$ cat config.mk
export PLATFORM = sky130hd
export DESIGN_NAME = card_number_luhn_classifier_flat
export DESIGN_NICKNAME = d
export VERILOG_FILES = /design/src/rtl/cnlc_pkg.sv /design/src/rtl/cnlc_ifs.sv /design/src/rtl/cnlc_b2bcd.sv /design/src/rtl/card_number_luhn_classifier.sv /design/src/flat_wrapper.sv
export SDC_FILE = /design/constraint.sdc
export NUM_CORES = 1
export LEC_CHECK = 0
export ABC_AREA = 1
export ABC_CLOCK_PERIOD_IN_PS = 2980
export BUFFER_PORTS_ARGS = -buffer_cell sky130_fd_sc_hd__buf_4
export CORE_MARGIN = 3
export CORE_UTILIZATION = 41
export CTS_BUF_LIST = sky130_fd_sc_hd__clkbuf_8
export DETAILED_ROUTE_END_ITERATION = 6
export SKIP_LAST_GASP = 1
export SYNTH_ARGS = -nofsm -noshare
export SYNTH_HDL_FRONTEND = slang
export SYNTH_SLANG_ARGS = --single-unit
$ cat constraint.sdc
create_clock -name clk -period 2.98 [get_ports clk]
set_input_delay 0.447 -clock clk [delete_from_list [all_inputs] [get_ports clk]]
set_output_delay 0.447 -clock clk [all_outputs]
set_load 0.01 [all_outputs]
$ cat src/rtl/cnlc_pkg.sv
// Shared widths, digit-count constants and result class codes for the card classifier.
`default_nettype none

package cnlc_pkg;

  // Payload widths
  localparam int CARD_W = 63;
  localparam int CLASS_W = 2;

  // Decimal digits that a 63-bit value can hold, and the packed BCD width
  localparam int NDIG = 19;
  localparam int BCD_W = 4 * NDIG;
  localparam int DIG_IDX_W = $clog2(NDIG);
  localparam int DIG_CNT_W = $clog2(NDIG + 1);
  localparam int BIT_CNT_W = $clog2(CARD_W);

  // Valid card lengths
  localparam logic [DIG_CNT_W-1:0] LEN_VISA_SHORT = DIG_CNT_W'(13);
  localparam logic [DIG_CNT_W-1:0] LEN_AMEX = DIG_CNT_W'(15);
  localparam logic [DIG_CNT_W-1:0] LEN_LONG = DIG_CNT_W'(16);

  // Result class codes
  localparam logic [CLASS_W-1:0] CLASS_INVALID = 2'd0;
  localparam logic [CLASS_W-1:0] CLASS_VISA = 2'd1;
  localparam logic [CLASS_W-1:0] CLASS_AMEX = 2'd2;
  localparam logic [CLASS_W-1:0] CLASS_MASTERCARD = 2'd3;

endpackage

`default_nettype wire

$ cat src/rtl/cnlc_ifs.sv
// Valid/ready channel interfaces for card numbers in and class codes out.
`default_nettype none

interface cnlc_in_if;
  logic valid;
  logic ready;
  logic [cnlc_pkg::CARD_W-1:0] card_number;

  modport source (output valid, output card_number, input ready);
  modport sink (input valid, input card_number, output ready);
endinterface

interface cnlc_out_if;
  logic valid;
  logic ready;
  logic [cnlc_pkg::CLASS_W-1:0] card_class;

  modport source (output valid, output card_class, input ready);
  modport sink (input valid, input card_class, output ready);
endinterface

`default_nettype wire

$ cat src/rtl/cnlc_b2bcd.sv
// Iterative binary to BCD converter: one shift-and-add-3 step per clock.
`default_nettype none

module cnlc_b2bcd (
  input  wire logic                        clk,
  input  wire logic                        rst_n,
  input  wire logic                        start,
  input  wire logic [cnlc_pkg::CARD_W-1:0] bin,
  output logic                             done,
  output logic [cnlc_pkg::BCD_W-1:0]       bcd
);
  import cnlc_pkg::*;

  logic [CARD_W-1:0]    bin_r;
  logic [BCD_W-1:0]     bcd_r;
  logic [BCD_W-1:0]     adj;
  logic [BIT_CNT_W-1:0] cnt_r;
  logic                 busy_r;
  logic                 done_r;

  // Add 3 to every digit of 5 or more before the shift
  always_comb begin
    for (int i = 0; i < NDIG; i++) begin
      if (bcd_r[4*i +: 4] >= 4'd5) begin
        adj[4*i +: 4] = bcd_r[4*i +: 4] + 4'd3;
      end else begin
        adj[4*i +: 4] = bcd_r[4*i +: 4];
      end
    end
  end

  // Control: count the input bits through, flag completion
  always_ff @(posedge clk) begin
    if (!rst_n) begin
      busy_r <= 1'b0;
      done_r <= 1'b0;
      cnt_r  <= '0;
    end else begin
      done_r <= 1'b0;
      if (start) begin
        busy_r <= 1'b1;
        cnt_r  <= '0;
      end else if (busy_r) begin
        cnt_r <= cnt_r + 1'b1;
        if (cnt_r == BIT_CNT_W'(CARD_W - 1)) begin
          busy_r <= 1'b0;
          done_r <= 1'b1;
        end
      end
    end
  end

  // Datapath: load, then shift one binary bit into the BCD word per cycle
  always_ff @(posedge clk) begin
    if (start) begin
      bin_r <= bin;
      bcd_r <= '0;
    end else if (busy_r) begin
      bin_r <= {bin_r[CARD_W-2:0], 1'b0};
      bcd_r <= {adj[BCD_W-2:0], bin_r[CARD_W-1]};
    end
  end

  assign done = done_r;
  assign bcd  = bcd_r;

endmodule

`default_nettype wire

$ cat src/rtl/card_number_luhn_classifier.sv
// Card number classifier: BCD conversion, digit scan with Luhn sum, issuer class.
// From input accept to result valid: conversion in the shift-and-add-3 unit (63 steps),
// a handoff, the digit scan (19 steps), then classify. A new card number is taken only
// once the sequencer is idle again, which may be while the previous result still waits in
// the output register; a result that cannot be loaded yet holds the sequencer in ST_DONE.
// Reset: synchronous active-low rst_n empties the output register and idles the sequencer.
`default_nettype none

module card_number_luhn_classifier (
  input  wire logic clk,
  input  wire logic rst_n,
  cnlc_in_if.sink   in_chan,
  cnlc_out_if.source out_chan
);
  import cnlc_pkg::*;

  typedef enum logic [3:0] {
    ST_IDLE = 4'b0001,
    ST_CONV = 4'b0010,
    ST_SCAN = 4'b0100,
    ST_DONE = 4'b1000
  } state_t;

  state_t               state_r, state_nxt;
  logic                 conv_start;
  logic                 conv_done;
  logic [BCD_W-1:0]     conv_bcd;

  logic [BCD_W-1:0]     dig_r;
  logic [DIG_IDX_W-1:0] k_r;
  logic [3:0]           sum_r;
  logic [DIG_CNT_W-1:0] len_r;
  logic [3:0]           lead_hi_r;
  logic [3:0]           lead_lo_r;
  logic [3:0]           prev_r;

  logic                 out_valid_r;
  logic [CLASS_W-1:0]   class_r;

  logic [3:0]           d;
  logic [4:0]           d2;
  logic [3:0]           term;
  logic [4:0]           sum_raw;
  logic [3:0]           sum_nxt;
  logic                 out_free;
  logic                 in_acc;
  logic [CLASS_W-1:0]   class_nxt;

  assign in_acc     = in_chan.valid && in_chan.ready;
  assign conv_start = in_acc;
  assign out_free   = !out_valid_r || out_chan.ready;

  cnlc_b2bcd u_b2bcd (
    .clk   (clk),
    .rst_n (rst_n),
    .start (conv_start),
    .bin   (in_chan.card_number),
    .done  (conv_done),
    .bcd   (conv_bcd)
  );

  // Luhn term of the current digit: double every digit at an odd index from the right
  always_comb begin
    d  = dig_r[3:0];
    d2 = {d, 1'b0};
    if (k_r[0]) begin
      if (d2 > 5'd9) begin
        term = 4'(d2 - 5'd9);
      end else begin
        term = d2[3:0];
      end
    end else begin
      term = d;
    end
    sum_raw = {1'b0, sum_r} + {1'b0, term};
    if (sum_raw >= 5'd10) begin
      sum_nxt = 4'(sum_raw - 5'd10);
    end else begin
      sum_nxt = sum_raw[3:0];
    end
  end

  // Classify by length, Luhn remainder and leading digits
  always_comb begin
    class_nxt = CLASS_INVALID;
    if (sum_r == 4'd0) begin
      if (len_r == LEN_VISA_SHORT) begin
        if (lead_hi_r == 4'd4) class_nxt = CLASS_VISA;
      end else if (len_r == LEN_AMEX) begin
        if (lead_hi_r == 4'd3 && (lead_lo_r == 4'd4 || lead_lo_r == 4'd7)) begin
          class_nxt = CLASS_AMEX;
        end
      end else if (len_r == LEN_LONG) begin
        if (lead_hi_r == 4'd4) begin
          class_nxt = CLASS_VISA;
        end else if (lead_hi_r == 4'd5 && lead_lo_r >= 4'd1 && lead_lo_r <= 4'd5) begin
          class_nxt = CLASS_MASTERCARD;
        end
      end
    end
  end

  // Sequencer
  always_comb begin
    state_nxt = state_r;
    case (state_r)
      ST_IDLE: if (in_acc) state_nxt = ST_CONV;
      ST_CONV: if (conv_done) state_nxt = ST_SCAN;
      ST_SCAN: if (k_r == DIG_IDX_W'(NDIG - 1)) state_nxt = ST_DONE;
      ST_DONE: if (out_free) state_nxt = ST_IDLE;
      default: state_nxt = ST_IDLE;
    endcase
  end

  always_ff @(posedge clk) begin
    if (!rst_n) begin
      state_r <= ST_IDLE;
    end else begin
      state_r <= state_nxt;
    end
  end

  // Scan the digits from the right, one per cycle
  always_ff @(posedge clk) begin
    if (state_r == ST_CONV && conv_done) begin
      dig_r     <= conv_bcd;
      k_r       <= '0;
      sum_r     <= '0;
      len_r     <= '0;
      lead_hi_r <= '0;
      lead_lo_r <= '0;
      prev_r    <= '0;
    end else if (state_r == ST_SCAN) begin
      dig_r  <= {4'd0, dig_r[BCD_W-1:4]};
      k_r    <= k_r + 1'b1;
      sum_r  <= sum_nxt;
      prev_r <= d;
      if (d != 4'd0) begin
        len_r     <= DIG_CNT_W'(k_r) + 1'b1;
        lead_hi_r <= d;
        lead_lo_r <= prev_r;
      end
    end
  end

  // Output register: load on finish, drop once the transaction is taken
  always_ff @(posedge clk) begin
    if (!rst_n) begin
      out_valid_r <= 1'b0;
    end else if (state_r == ST_DONE && out_free) begin
      out_valid_r <= 1'b1;
    end else if (out_chan.ready) begin
      out_valid_r <= 1'b0;
    end
  end

  always_ff @(posedge clk) begin
    if (state_r == ST_DONE && out_free) begin
      class_r <= class_nxt;
    end
  end

  assign in_chan.ready       = (state_r == ST_IDLE);
  assign out_chan.valid      = out_valid_r;
  assign out_chan.card_class = class_r;

endmodule

`default_nettype wire

$ cat src/flat_wrapper.sv
// flat-port wrapper written by rule: the top's interface ports become plain ports
module card_number_luhn_classifier_flat import cnlc_pkg::*;
  (clk, rst_n, in_chan_valid, in_chan_card_number, in_chan_ready, out_chan_valid, out_chan_card_class, out_chan_ready);
  cnlc_in_if in_chan_i ();
  cnlc_out_if out_chan_i ();
  input  wire logic clk;
  input  wire logic rst_n;
  input wire logic [$bits(in_chan_i.valid)-1:0] in_chan_valid;
  input wire logic [$bits(in_chan_i.card_number)-1:0] in_chan_card_number;
  output wire logic [$bits(in_chan_i.ready)-1:0] in_chan_ready;
  output wire logic [$bits(out_chan_i.valid)-1:0] out_chan_valid;
  output wire logic [$bits(out_chan_i.card_class)-1:0] out_chan_card_class;
  input wire logic [$bits(out_chan_i.ready)-1:0] out_chan_ready;
  assign in_chan_i.valid = in_chan_valid;
  assign in_chan_i.card_number = in_chan_card_number;
  assign in_chan_ready = in_chan_i.ready;
  assign out_chan_valid = out_chan_i.valid;
  assign out_chan_card_class = out_chan_i.card_class;
  assign out_chan_i.ready = out_chan_ready;
  card_number_luhn_classifier u_core (.clk(clk), .rst_n(rst_n), .in_chan(in_chan_i), .out_chan(out_chan_i));
endmodule
## Word-level counts from Yosys, hierarchy flattened

Cells that the tools add are included.
W data, S select, Z words.

| word-level totals | value |
|---|---|
| register bits | 256 |
| input port bits | 67 |

| cells by class | value |
|---|---|
| order comparisons | 23 |
| bitwise operators | 2 |
| muxes and demuxes | 44 |
| add/subtract/negate cells | 24 |
| reduce and logical (&&, ||, !) cells | 18 |
| equal/unequal tests | 18 |

Operator list:

| operator | number |
|---|---|
| $mux W76 | 2 |
| $mux W63 | 2 |
| $mux W4 | 25 |
| $ge A4 B3 Y1 const B | 19 |
| $add A4 B2 Y4 const B | 18 |
| $eq A4 B3 Y1 const B | 5 |
| $pmux W4 S4 | 1 |
| $mux W2 | 6 |
| $eq A5 B4 Y1 const B | 2 |
| $eq A5 B5 Y1 const B | 2 |
| $eq A4 B2 Y1 const B | 2 |
| $sub A4 B4 Y4 const B | 2 |
| $mux W1 | 7 |
| $add A6 B1 Y6 const B | 1 |
| $eq A6 B6 Y1 const B | 1 |
| $logic_and A1 B1 Y1 | 6 |
| $reduce_bool A2 Y1 | 3 |
| $add A4 B4 Y5 | 1 |
| $add A5 B1 Y5 const B | 1 |
| $ge A5 B4 Y1 const B | 1 |
| $gt A5 B4 Y1 const B | 1 |
| $eq A4 B1 Y1 const B | 1 |
| $eq A4 B4 Y1 const B | 1 |
| $ge A4 B1 Y1 const B | 1 |
| other kinds (14) | 18 |

## Depth between registers and ports, before layout

Gate-level depths: netlist of the first run.

| depth | value |
|---|---|
| word-level depth | 8 |
| mapped depth | 18 |
| gate-level depth less buffers | 18 |

## By module

Synthesis of the first run repeated with hierarchy kept, for this count alone.

| second synthesis, totals | value |
|---|---|
| cell total of the unflattened synthesis | 1,509 |
| area total of the unflattened synthesis | 12,278.0 um2 |

By module, submodules not included:

| module | seq. area each (um2) | instances | cells each | area each (um2) |
|---|---|---|---|---|
| cnlc_b2bcd | 3,573.4 | 1 | 952 | 7,285.7 |
| card_number_luhn_classifier | 2,962.8 | 1 | 557 | 4,992.3 |

## Worst setup path after synthesis of the first run

No wires, ideal clock.

| path | value |
|---|---|
| path kind | reg-to-reg |
| from | reg u_core.state_r[2] |
| to | reg u_core.k_r[1] |
| setup time | 123 ps |
| cell stages (with the launch flop) | 8 |
| setup slack | -31 ps |
| clock period less this slack | 3,011 ps |
| data arrival time | 2,888 ps |
| path through | dfxtp_1 -> nand2_1 -> nor2_4 -> inv_1 -> nand2_1 -> inv_2 -> nand2_1 -> o21ai_0 |

| between the ends | value |
|---|---|
| cells in the longest elaborated chain, start to end | 2 |
| elaborated cells on any way between the ends | 3 |

RTL lines:

| element | RTL line | text |
|---|---|---|
| start, declared | card_number_luhn_classifier.sv:24 | `state_t state_r, state_nxt;` |
| start signal, assigned | card_number_luhn_classifier.sv:119 | `state_r <= state_nxt;` |
| $eq A4 B2 Y1 | card_number_luhn_classifier.sv:125 | `if (state_r == ST_CONV && conv_done) begin` |
| $logic_and A1 B1 Y1 | card_number_luhn_classifier.sv:125 |  |
| end signal, assigned | card_number_luhn_classifier.sv:135 | `k_r <= k_r + 1'b1;` |
| end, declared | card_number_luhn_classifier.sv:30 | `logic [DIG_IDX_W-1:0] k_r;` |

Several ways; a longest one is shown, not always the timed one.
A chain may end at the register's enable or synchronous reset.

## Worst setup path in the final report of the first run

| path | value |
|---|---|
| from | reg u_core.dig_r[0] |
| to | reg u_core.sum_r[2] |

| between the ends | value |
|---|---|
| cells in the longest elaborated chain, start to end | 6 |
| elaborated cells on any way between the ends | 8 |

RTL lines:

| element | RTL line | text |
|---|---|---|
| start, declared | card_number_luhn_classifier.sv:29 | `logic [BCD_W-1:0] dig_r;` |
| start signal, assigned | card_number_luhn_classifier.sv:126 | `dig_r <= conv_bcd;` |
| start signal, assigned | card_number_luhn_classifier.sv:134 | `dig_r <= {4'd0, dig_r[BCD_W-1:4]};` |
| $sub A4 B4 Y4 or $gt A5 B4 Y1 (tied branches) | card_number_luhn_classifier.sv:68, card_number_luhn_classifier.sv:67 |  |
| $mux W4 | card_number_luhn_classifier.sv:67 | `if (d2 > 5'd9) begin` |
| $mux W4 (*) | card_number_luhn_classifier.sv:66 | `if (k_r[0]) begin` |
| $add A4 B4 Y5 (*) | card_number_luhn_classifier.sv:75 | `sum_raw = {1'b0, sum_r} + {1'b0, term};` |
| $sub A4 B4 Y4 or $ge A5 B4 Y1 (tied branches) | card_number_luhn_classifier.sv:77, card_number_luhn_classifier.sv:76 |  |
| $mux W4 (*) | card_number_luhn_classifier.sv:76 | `if (sum_raw >= 5'd10) begin` |
| end signal, assigned | card_number_luhn_classifier.sv:136 | `sum_r <= sum_nxt;` |
| end, declared | card_number_luhn_classifier.sv:31 | `logic [3:0] sum_r;` |

Mark *: on every way between the ends. The rest lies on a longest branch, timed or not.

==> impl_metrics.toml, run 1 <==
[status]
status = "finished, final reports clean"

[place]
place_inst = 1787
place_area_um2 = 12900
io_buffer_count = 70
place.gp.congestion = 0.784
dp_hpwl_um = 15700

[worst_setup_path]
worst_setup_path_start_kind = "flip-flop"
arrival_ps = 3180
r2r_slack_ps = 220
critPathKind = "flip-flop to flip-flop"
worstPathRequired_ps = 3410
crit_path_end_kind = "flip-flop"
path_max_fanout = 4

[run]
drv_cap = 0

[yosys]
yosysMostFrequentCell = "nand2_1"
avgSynthCellArea_um2 = 8.81
synth_edf_count = 141
synth_common_cells = "409 x nand2_1, 163 x inv_1, 141 x edfxtp_1"
ys.flop_type = "edfxtp_1"
async_reset_ff_frac = 0
netlist_instances = 1367
syn_area_um2 = 12000
synth_top_area_frac = 0.352
seq_area_frac_synth = 0.543
synth_nets = 1483
yosysTopAreaCell = "edfxtp_1"
yosysWarnings = 0
synth-seq-cells = 256
synth.area.top_cells = "edfxtp_1 35%, dfxtp_1 19%, nand2_1 13%"
yosysUniqueCellTypes = 39

[cts]
h-tree-depth = 2
cts_buffer_depth = 3
numCtsBuffers = 45
clk_latency_ps = 550
clk_pin_slew_ps = 60
cts-root-buf = "clkbuf_8"
cts_sinks = 256
cts_hold_buf = 0
cts_tree = "done"

[global_route]
track_usage = 0.156
antenna_found_initial = 0
grt_pass1_wl_um = 41100
grt_overflow_total = 0
grt_max_degree = 149
grt_pass1_vias = 8720

[final_layout]
drive_gt1_frac = 0.115
layout.nets = 1567
finish.instance_area_um2 = 13800
n_antenna_cell = 0
area.growth.synth_to_final_pct = 14.4
fin_cells = 1872

[routing]
post-route-drc-count = 0
drt_iter0_drc = 475
num_vias = 9064
wl_um = 24700
wire_per_inst_um = 13.2
dr.pass1.iters = 5
ant_nets = 0
drt-vias-per-instance = 4.84

[timing]
finalCritPeriodShare = 0.925
setup-tns-final_ps = 0
post-route-min-period_ps = 2760
fin_skew_ps = 18.4
hold_violations = 0
max-slew-margin-rel = 0.541
setup_violations = 0
rsz0062_at_grt = "no"
worst_pin_slew_ps = 689
drv_slew = 0
max_freq_mhz = 363
hold_ws_ps = 122

[pwr]
power.total_mw = 7.69
vdd_drop_max_v = 0.000322
power.leakage_nw = 6.00
p_per_area_nw_per_um2 = 558

[worst_hold_path]
hold_class = "input pin to flip-flop"

[die]
dieArea_um2 = 31500
coreArea_um2 = 28900
start_util = 0.417
rows = 62
die_h_um = 177
ios = 71
die_x_um = 177
==> power by group <==
group / switching, mW / internal (mW)
registers: 0.0653 / 3.96
clock network: 1.40 / 1.59
logic: 0.446 / 0.228
total: 1.91 / 5.78
==> layer usage <==
layer  vias to the layer above  part of all wire  global-route usage
met5                         -                 0                   0
met2                       147              0.46               0.258
met3                        39             0.045              0.0347
met4                         0             0.016              0.0419
li1                       4696                 -                   -
met1                      4182              0.48               0.209
==> placed cells by master (no fill, tap or decap), types with 2 or more instances in the layout <==
master | netlist | final
nor2_1 | 53 | 53
clkbuf_8 | 0 | 52
o31ai_1 | 2 | 2
buf_4 | 2 | 84
o21ai_1 | 36 | 37
o311ai_0 | 4 | 4
a21oi_1 | 42 | 42
a31oi_1 | 4 | 4
nor3_1 | 21 | 21
o22ai_1 | 22 | 22
buf_12 | 0 | 3
nand2_8 | 2 | 2
clkinv_1 | 0 | 4
nand2_1 | 409 | 407
o21ai_0 | 135 | 133
nor2_4 | 2 | 2
inv_1 | 163 | 188
nand3b_1 | 2 | 2
edfxtp_1 | 141 | 141
nor4_1 | 4 | 4
dfxtp_1 | 115 | 115
a211oi_1 | 2 | 2
inv_4 | 2 | 2
xnor2_1 | 2 | 2
o211ai_1 | 20 | 20
nand3_1 | 47 | 47
nand2_4 | 0 | 2
or2_2 | 6 | 6
xor2_1 | 18 | 18
inv_2 | 5 | 5
ha_1 | 48 | 47
==> final timing paths <==
path	from	endpoint	depth (start not counted)
min reg2reg	u_core.prev_r[2]	u_core.prev_r[2]	2
min	rst_n	u_core.state_r[0]	2
max	u_core.dig_r[0]	u_core.sum_r[2]	18
max reg2reg	u_core.dig_r[0]	u_core.sum_r[2]	18
==> stage by stage <==
stage               worst slack (ps)   util
floorplan                        373      -
global placement                 189  0.448
detailed placement              27.5  0.448
CTS                             20.5  0.477
global route                    23.2  0.478
finish                           224  0.478
==> state kept, by name, indices dropped and copies added (netlist names) <==
| signal | flops |
|---|---|
| u_core.u_b2bcd.done | 1 |
| u_core.len_r | 5 |
| u_core.u_b2bcd.bcd | 76 |
| u_core.dig_r | 76 |
| u_core.out_chan.valid | 1 |
| u_core.out_chan.card_class | 2 |
| u_core.u_b2bcd.cnt_r | 6 |
| u_core.prev_r | 4 |
| u_core.sum_r | 4 |
| u_core.lead_hi_r | 4 |
| u_core.state_r | 4 |
| u_core.lead_lo_r | 4 |
| u_core.u_b2bcd.busy_r | 1 |
| u_core.k_r | 5 |
| u_core.u_b2bcd.bin_r | 63 |
==> worst max-delay path, stage by stage, from the launching register on <==
cell and delay, ps:
edfxtp_1 380, inv_1 70, ha_1 230, o21ai_2 190, nand2_2 80, o21ai_0 110
ha_2 220, inv_1 50, fa_2 350, inv_1 70, nand2_1 70, and2_1 150
ha_1 220, nand2_1 70, nand3_1 110, nand2_1 110, nand2_1 50, nand3_1 60
nand2_1 60
==> timing repair <==
item / CTS / global route
setup endpoints to repair: 0 / 3
gates resized for setup: 0 / 6
setup buffers: 0 / 1
==> area by class of cell <==
cell class,count,area (um2)
Fill cell,2831,15100
Sequential cell,256,6540
Multi-Input combinational cell,891,4590
Clock buffer,52,716
Timing Repair Buffer,87,691
Inverter,170,643
Tap cell,384,480
Clock inverter,32,130
==> kinds of logic (layout without fill, tap and decap cells) <==
kind of cell	Yosys count	in the layout	synth area share
simple gates	552	552	0.188
compound gates	270	270	0.124
flops	256	256	0.543
buf+inv	220	341	0.0792
fa+ha+maj	49	49	0.0515
xor+xnor	20	20	0.0145
(Power assumes the default switching activity.)
==> inputs of run 2 (changes only) <==
CELL_PAD_IN_SITES_DETAIL_PLACEMENT = 1   (was not set)
CELL_PAD_IN_SITES_GLOBAL_PLACEMENT = 2   (was not set)
CORE_UTILIZATION = 36   (was 41)
PLACE_DENSITY_LB_ADDON = 0.1   (was not set)
==> impl_metrics.toml, run 2 (same netlist as run 1, synthesis figures left out) <==
[timing]
hold_violations = 0
drv_slew = 0
post-route-min-period_ps = 2730
rsz0062_at_grt = "no"
fin_skew_ps = 21.8
max_freq_mhz = 366
finalWorstSetupSlack_ps = 249
finalCritPeriodShare = 0.917
max-slew-margin-rel = 0.505
setup_violations = 0
worst_pin_slew_ps = 742
setup-tns-final_ps = 0

[routing]
drt_iter0_drc = 380
dr.pass1.iters = 5
wire_per_inst_um = 14.5
post-route-drc-count = 0
ant_nets = 0
wl_um = 28000
drt-vias-per-instance = 4.74
num_vias = 9171

[global_route]
grt_overflow_total = 0
use_met3 = 0.0322
grt_pass1_wl_um = 47600
grt_pass1_vias = 9608
top_usage_layer = "met2"
grtUsageMet2 = 0.266
antenna_found_initial = 0
grtUsageMet1 = 0.210
grt_max_degree = 159
track_usage = 0.159

[pwr]
p_per_area_nw_per_um2 = 571
power.leakage_nw = 6.01
vdd_drop_max_v = 0.000409
power.total_mw = 7.98

[cts]
h-tree-depth = 2
cts_hold_buf = 0
cts_tree = "done"
clk_pin_slew_ps = 60
clk_latency_ps = 550
numCtsBuffers = 48
cts_sinks = 256
cts_buffer_depth = 3
cts-root-buf = "clkbuf_8"

[final_layout]
fin_cells = 1933
area.growth.synth_to_final_pct = 15.9
drive_gt1_frac = 0.120
final_common_cell = "nand2_1"
final_cell_mix = "408 x nand2_1, 176 x inv_1, 141 x edfxtp_1, 133 x o21ai_0, 115 x dfxtp_1"
layout.nets = 1568
n_antenna_cell = 0

[worst_setup_path]
critPathSlowestCell = "edfxtp_1"
crit_chain = "inv_1, ha_1, o21ai_2, nand2_1, o21ai_0, ha_2, inv_1, fa_2, inv_1, nand2_1, and2_1, ha_1, nand2_1, nand3_1, nand2_1, nand2_1, nand3_1, nand2_1"
crit_path_end_kind = "flip-flop"
critPathKind = "flip-flop to flip-flop"
crit_family = "adder cells"
path_max_fanout = 4
arrival_ps = 3170
cp.buffers_inverters = 3
worst_setup_path_start_kind = "flip-flop"
worstPathRequired_ps = 3420
cp_common_cell = "nand2_1"
slowest_delay_ps = 380

[die]
die_x_um = 189
dieArea_um2 = 35700
coreArea_um2 = 32800
ios = 71
die_h_um = 189
rows = 66
start_util = 0.367

[worst_hold_path]
hold_class = "input pin to flip-flop"

[place]
place.gp.congestion = 0.744
dp_hpwl_um = 18100
dp_worst_setup_slack_ps = 2.20
io_buffer_count = 70
place_inst = 1842

[status]
status = "finished, final reports clean"

[run]
drv_cap = 0
==> run 2: changes by cell type in the layout (fill, tap and decap cells not counted) <==
cell,delta
clkbuf_8,+6
inv_1,-12
inv_6,+1
nand2_2,-1
clkinv_2,+5
clkinv_1,+6
buf_4,-5
buf_12,+3
nand2_1,+1
clkinv_4,-1
==> run 2: path summary, 6_finish.rpt <==
check,start,slack (ps),cells after the start,to
max,u_core.dig_r[0],250,18,u_core.sum_r[1]
min,rst_n,110,2,u_core.state_r[0]
max reg2reg,u_core.dig_r[0],250,18,u_core.sum_r[1]
min reg2reg,u_core.prev_r[2],450,2,u_core.prev_r[2]
==> run 2: layout make-up <==
| type | count | area (um2) |
|---|---|---|
| clock inverter | 31 | 133 |
| multi-input combinational | 891 | 4580 |
| timing repair buffer | 85 | 713 |
| sequential | 256 | 6540 |
| fill | 3915 | 18800 |
| inverter | 170 | 643 |
| tap | 442 | 553 |
| clock buffer | 58 | 798 |
==> run 2: power breakdown <==
part / switching (mW) / internal, mW / leakage, nW
sequential: 0.0683 / 3.96 / 2.26
combinational: 0.455 / 0.234 / 3.22
clock: 1.49 / 1.76 / 0.530
total: 2.02 / 5.96 / 6.01
==> run 2: timing repair <==
| item | 4_1_cts | 5_1_grt |
|---|---|---|
| pin swaps | 0 | 3 |
| gates resized for setup | 1 | 4 |
| endpoints found under the setup margin | 1 | 2 |
| setup buffers | 0 | 2 |
==> run 2: metrics by stage <==
stage,cell area (um2),hold slack (ps),util
floorplan,12000,414,-
global placement,13000,433,0.397
detailed placement,13000,442,0.397
CTS,13900,70.2,0.425
global route,14000,77.6,0.426
finish,14000,108,0.426
==> run 2: routing by layer <==
metal  wire, um  up-vias
li1           -     4704
met5          0        -
met2      13100      110
met1      13400     4317
met4        500        0
met3       1130       40
==> inputs of run 3 (changes only) <==
ABC_AREA = not set   (was 1)
MAX_ROUTING_LAYER = met4   (was not set)
==> impl_metrics.toml, run 3 <==
[status]
status = "finished, final reports clean"

[worst_setup_path]
crit_chain = "inv_2, ha_2, inv_1, a21oi_2, buf_4, a21oi_1, ha_2, inv_1, fa_2, nor2_2, nand2_1, o211a_1, o21ai_2, mux2_4, a21oi_1"
worstPathRequired_ps = 3480
arrival_ps = 3340
critPathSlowestCell = "fa_2"
path_max_fanout = 3
critPathKind = "flip-flop to flip-flop"
crit_path_end_kind = "flip-flop"
cp.buffers_inverters = 4
slowest_delay_ps = 490
crit_family = "adder cells"
worst_setup_path_start_kind = "flip-flop"

[yosys]
yosysTopAreaCell = "edfxtp_1"
synth-seq-cells = 256
avgSynthCellArea_um2 = 9.13
synth_edf_count = 141
synth_top_area_frac = 0.352
yosysUniqueCellTypes = 47
syn_area_um2 = 12000
synth.area.top_cells = "edfxtp_1 35%, dfxtp_1 19%, nand2_1 12%"
ys.flop_type = "edfxtp_1"
synth_nets = 1434
yosysWarnings = 0
async_reset_ff_frac = 0
yosysMostFrequentCell = "nand2_1"
netlist_instances = 1318
seq_area_frac_synth = 0.543
synth_common_cells = "400 x nand2_1, 141 x edfxtp_1, 115 x dfxtp_1"

[final_layout]
fillCellCount = 3841
final_util = 0.430
area.growth.synth_to_final_pct = 16.9
layout.nets = 1525
final_common_cell = "nand2_1"
drive_gt1_frac = 0.132
n_antenna_cell = 0
final_cell_mix = "397 x nand2_1, 141 x edfxtp_1, 114 x dfxtp_1, 102 x nor2_1, 97 x o21ai_0"

[place]
place.gp.congestion = 0.731
io_buffer_count = 70
dp_hpwl_um = 17900

[timing]
setup-tns-final_ps = 0
setup_violations = 0
max-slew-margin-rel = 0.566
max_freq_mhz = 351
finalCritPeriodShare = 0.955
fin_skew_ps = 30.5
drv_slew = 0
hold_violations = 0
worst_pin_slew_ps = 652
post-route-min-period_ps = 2850

[run]
drv_cap = 0

[die]
rows = 66
die_h_um = 189
start_util = 0.368
die_x_um = 189
dieArea_um2 = 35700
coreArea_um2 = 32700
ios = 71

[cts]
cts-root-buf = "clkbuf_8"
h-tree-depth = 2
cts_tree = "done"
numCtsBuffers = 48
clk_pin_slew_ps = 60
cts_buffer_depth = 3
clk_latency_ps = 570
cts_sinks = 256

[global_route]
grt_pass1_vias = 9514
grt_pass1_wl_um = 46900
grt_overflow_total = 0
antenna_found_initial = 0
grt_max_degree = 64
track_usage = 0.161

[routing]
wire_per_inst_um = 14.5
drt-vias-per-instance = 4.87
post-route-drc-count = 0
num_vias = 9191
wl_um = 27300
ant_nets = 0
drt_iter0_drc = 364
dr.pass1.iters = 4

[pwr]
power.leakage_nw = 5.63
p_per_area_nw_per_um2 = 587
power.total_mw = 8.25
vdd_drop_max_v = 0.000331

[worst_hold_path]
hold_class = "input pin to flip-flop"
[run 3: routing by layer]
layer / vias up / part of all wire / global-route usage
met5: - / 0 / -
met4: 0 / 0.018 / 0.0435
met2: 88 / 0.47 / 0.256
met3: 45 / 0.029 / 0.0296
li1: 4646 / - / -
met1: 4412 / 0.49 / 0.213
[run 3: cells by family (layout without fill, tap and decap cells)]
logic type               Yosys count  in the layout  share of synthesized area
flip-flops                       256            256                      0.543
AND/OR/NAND/NOR                  602            602                      0.208
buffers and inverters            115            244                     0.0440
multiplexers                      21             21                     0.0176
XOR/XNOR                          36             36                     0.0262
AO/OA/AOI/OAI                    239            239                      0.109
adder cells (fa/ha/maj)           49             49                     0.0516
[run 3: path summary, 6_finish.rpt]
check | start | endpoint | slack (ps) | cells past startpoint
max | u_core.dig_r[0] | u_core.sum_r[2] | 130 | 15
min | rst_n | u_core.state_r[0] | 110 | 2
min reg2reg | u_core.prev_r[2] | u_core.lead_lo_r[2] | 450 | 2
max reg2reg | u_core.dig_r[0] | u_core.sum_r[2] | 130 | 15
[run 3: timing repair]
action	in CTS	in global routing
gates resized for setup	2	14
setup buffers	1	3
hold buffers	0	0
pin swaps	1	6
gates cloned	0	0
setup endpoints to repair	2	3
[run 3: layout make-up]
cell class | instances | area (um2) | share of cell area
sequential | 256 | 6540 | 0.465
clock buffer | 55 | 757 | 0.0538
clock inverter | 33 | 141 | 0.0101
inverter | 55 | 208 | 0.0148
timing repair buffer | 101 | 833 | 0.0593
multi-input combinational | 947 | 5030 | 0.358
tap | 442 | 553 | 0.0393
[run 3: where the power goes]
| group | leakage (nW) | total, mW | internal (mW) | switching, mW |
|---|---|---|---|---|
| sequential | 2.19 | 4.17 | 4.02 | 0.148 |
| clock | 0.533 | 3.17 | 1.68 | 1.49 |
| combinational | 2.90 | 0.916 | 0.365 | 0.551 |
[run 3: worst register-to-register path, cell delays in order (launching register included)]
cell      delay (ps)
edfxtp_1         400
inv_2             80
ha_2             170
inv_1             50
a21oi_2          170
buf_4            140
a21oi_1           60
ha_2             200
inv_1             80
fa_2             490
nor2_2           130
nand2_1           60
o211a_1          140
o21ai_2          160
mux2_4           310
a21oi_1          130
[run 3: stage by stage]
| step | hold WS [ps] | setup WS (ps) | cells | area [um2] |
|---|---|---|---|---|
| floorplan | 432 | 0.705 | 1318 | 12000 |
| finish | 107 | 133 | 1889 | 14100 |
| global placement | 448 | 11.7 | 1797 | 13100 |
| global route | 90.8 | -30.7 | 1889 | 14100 |
| CTS | 57.4 | 13.3 | 1886 | 14000 |
| detailed placement | 453 | -51.1 | 1797 | 13100 |
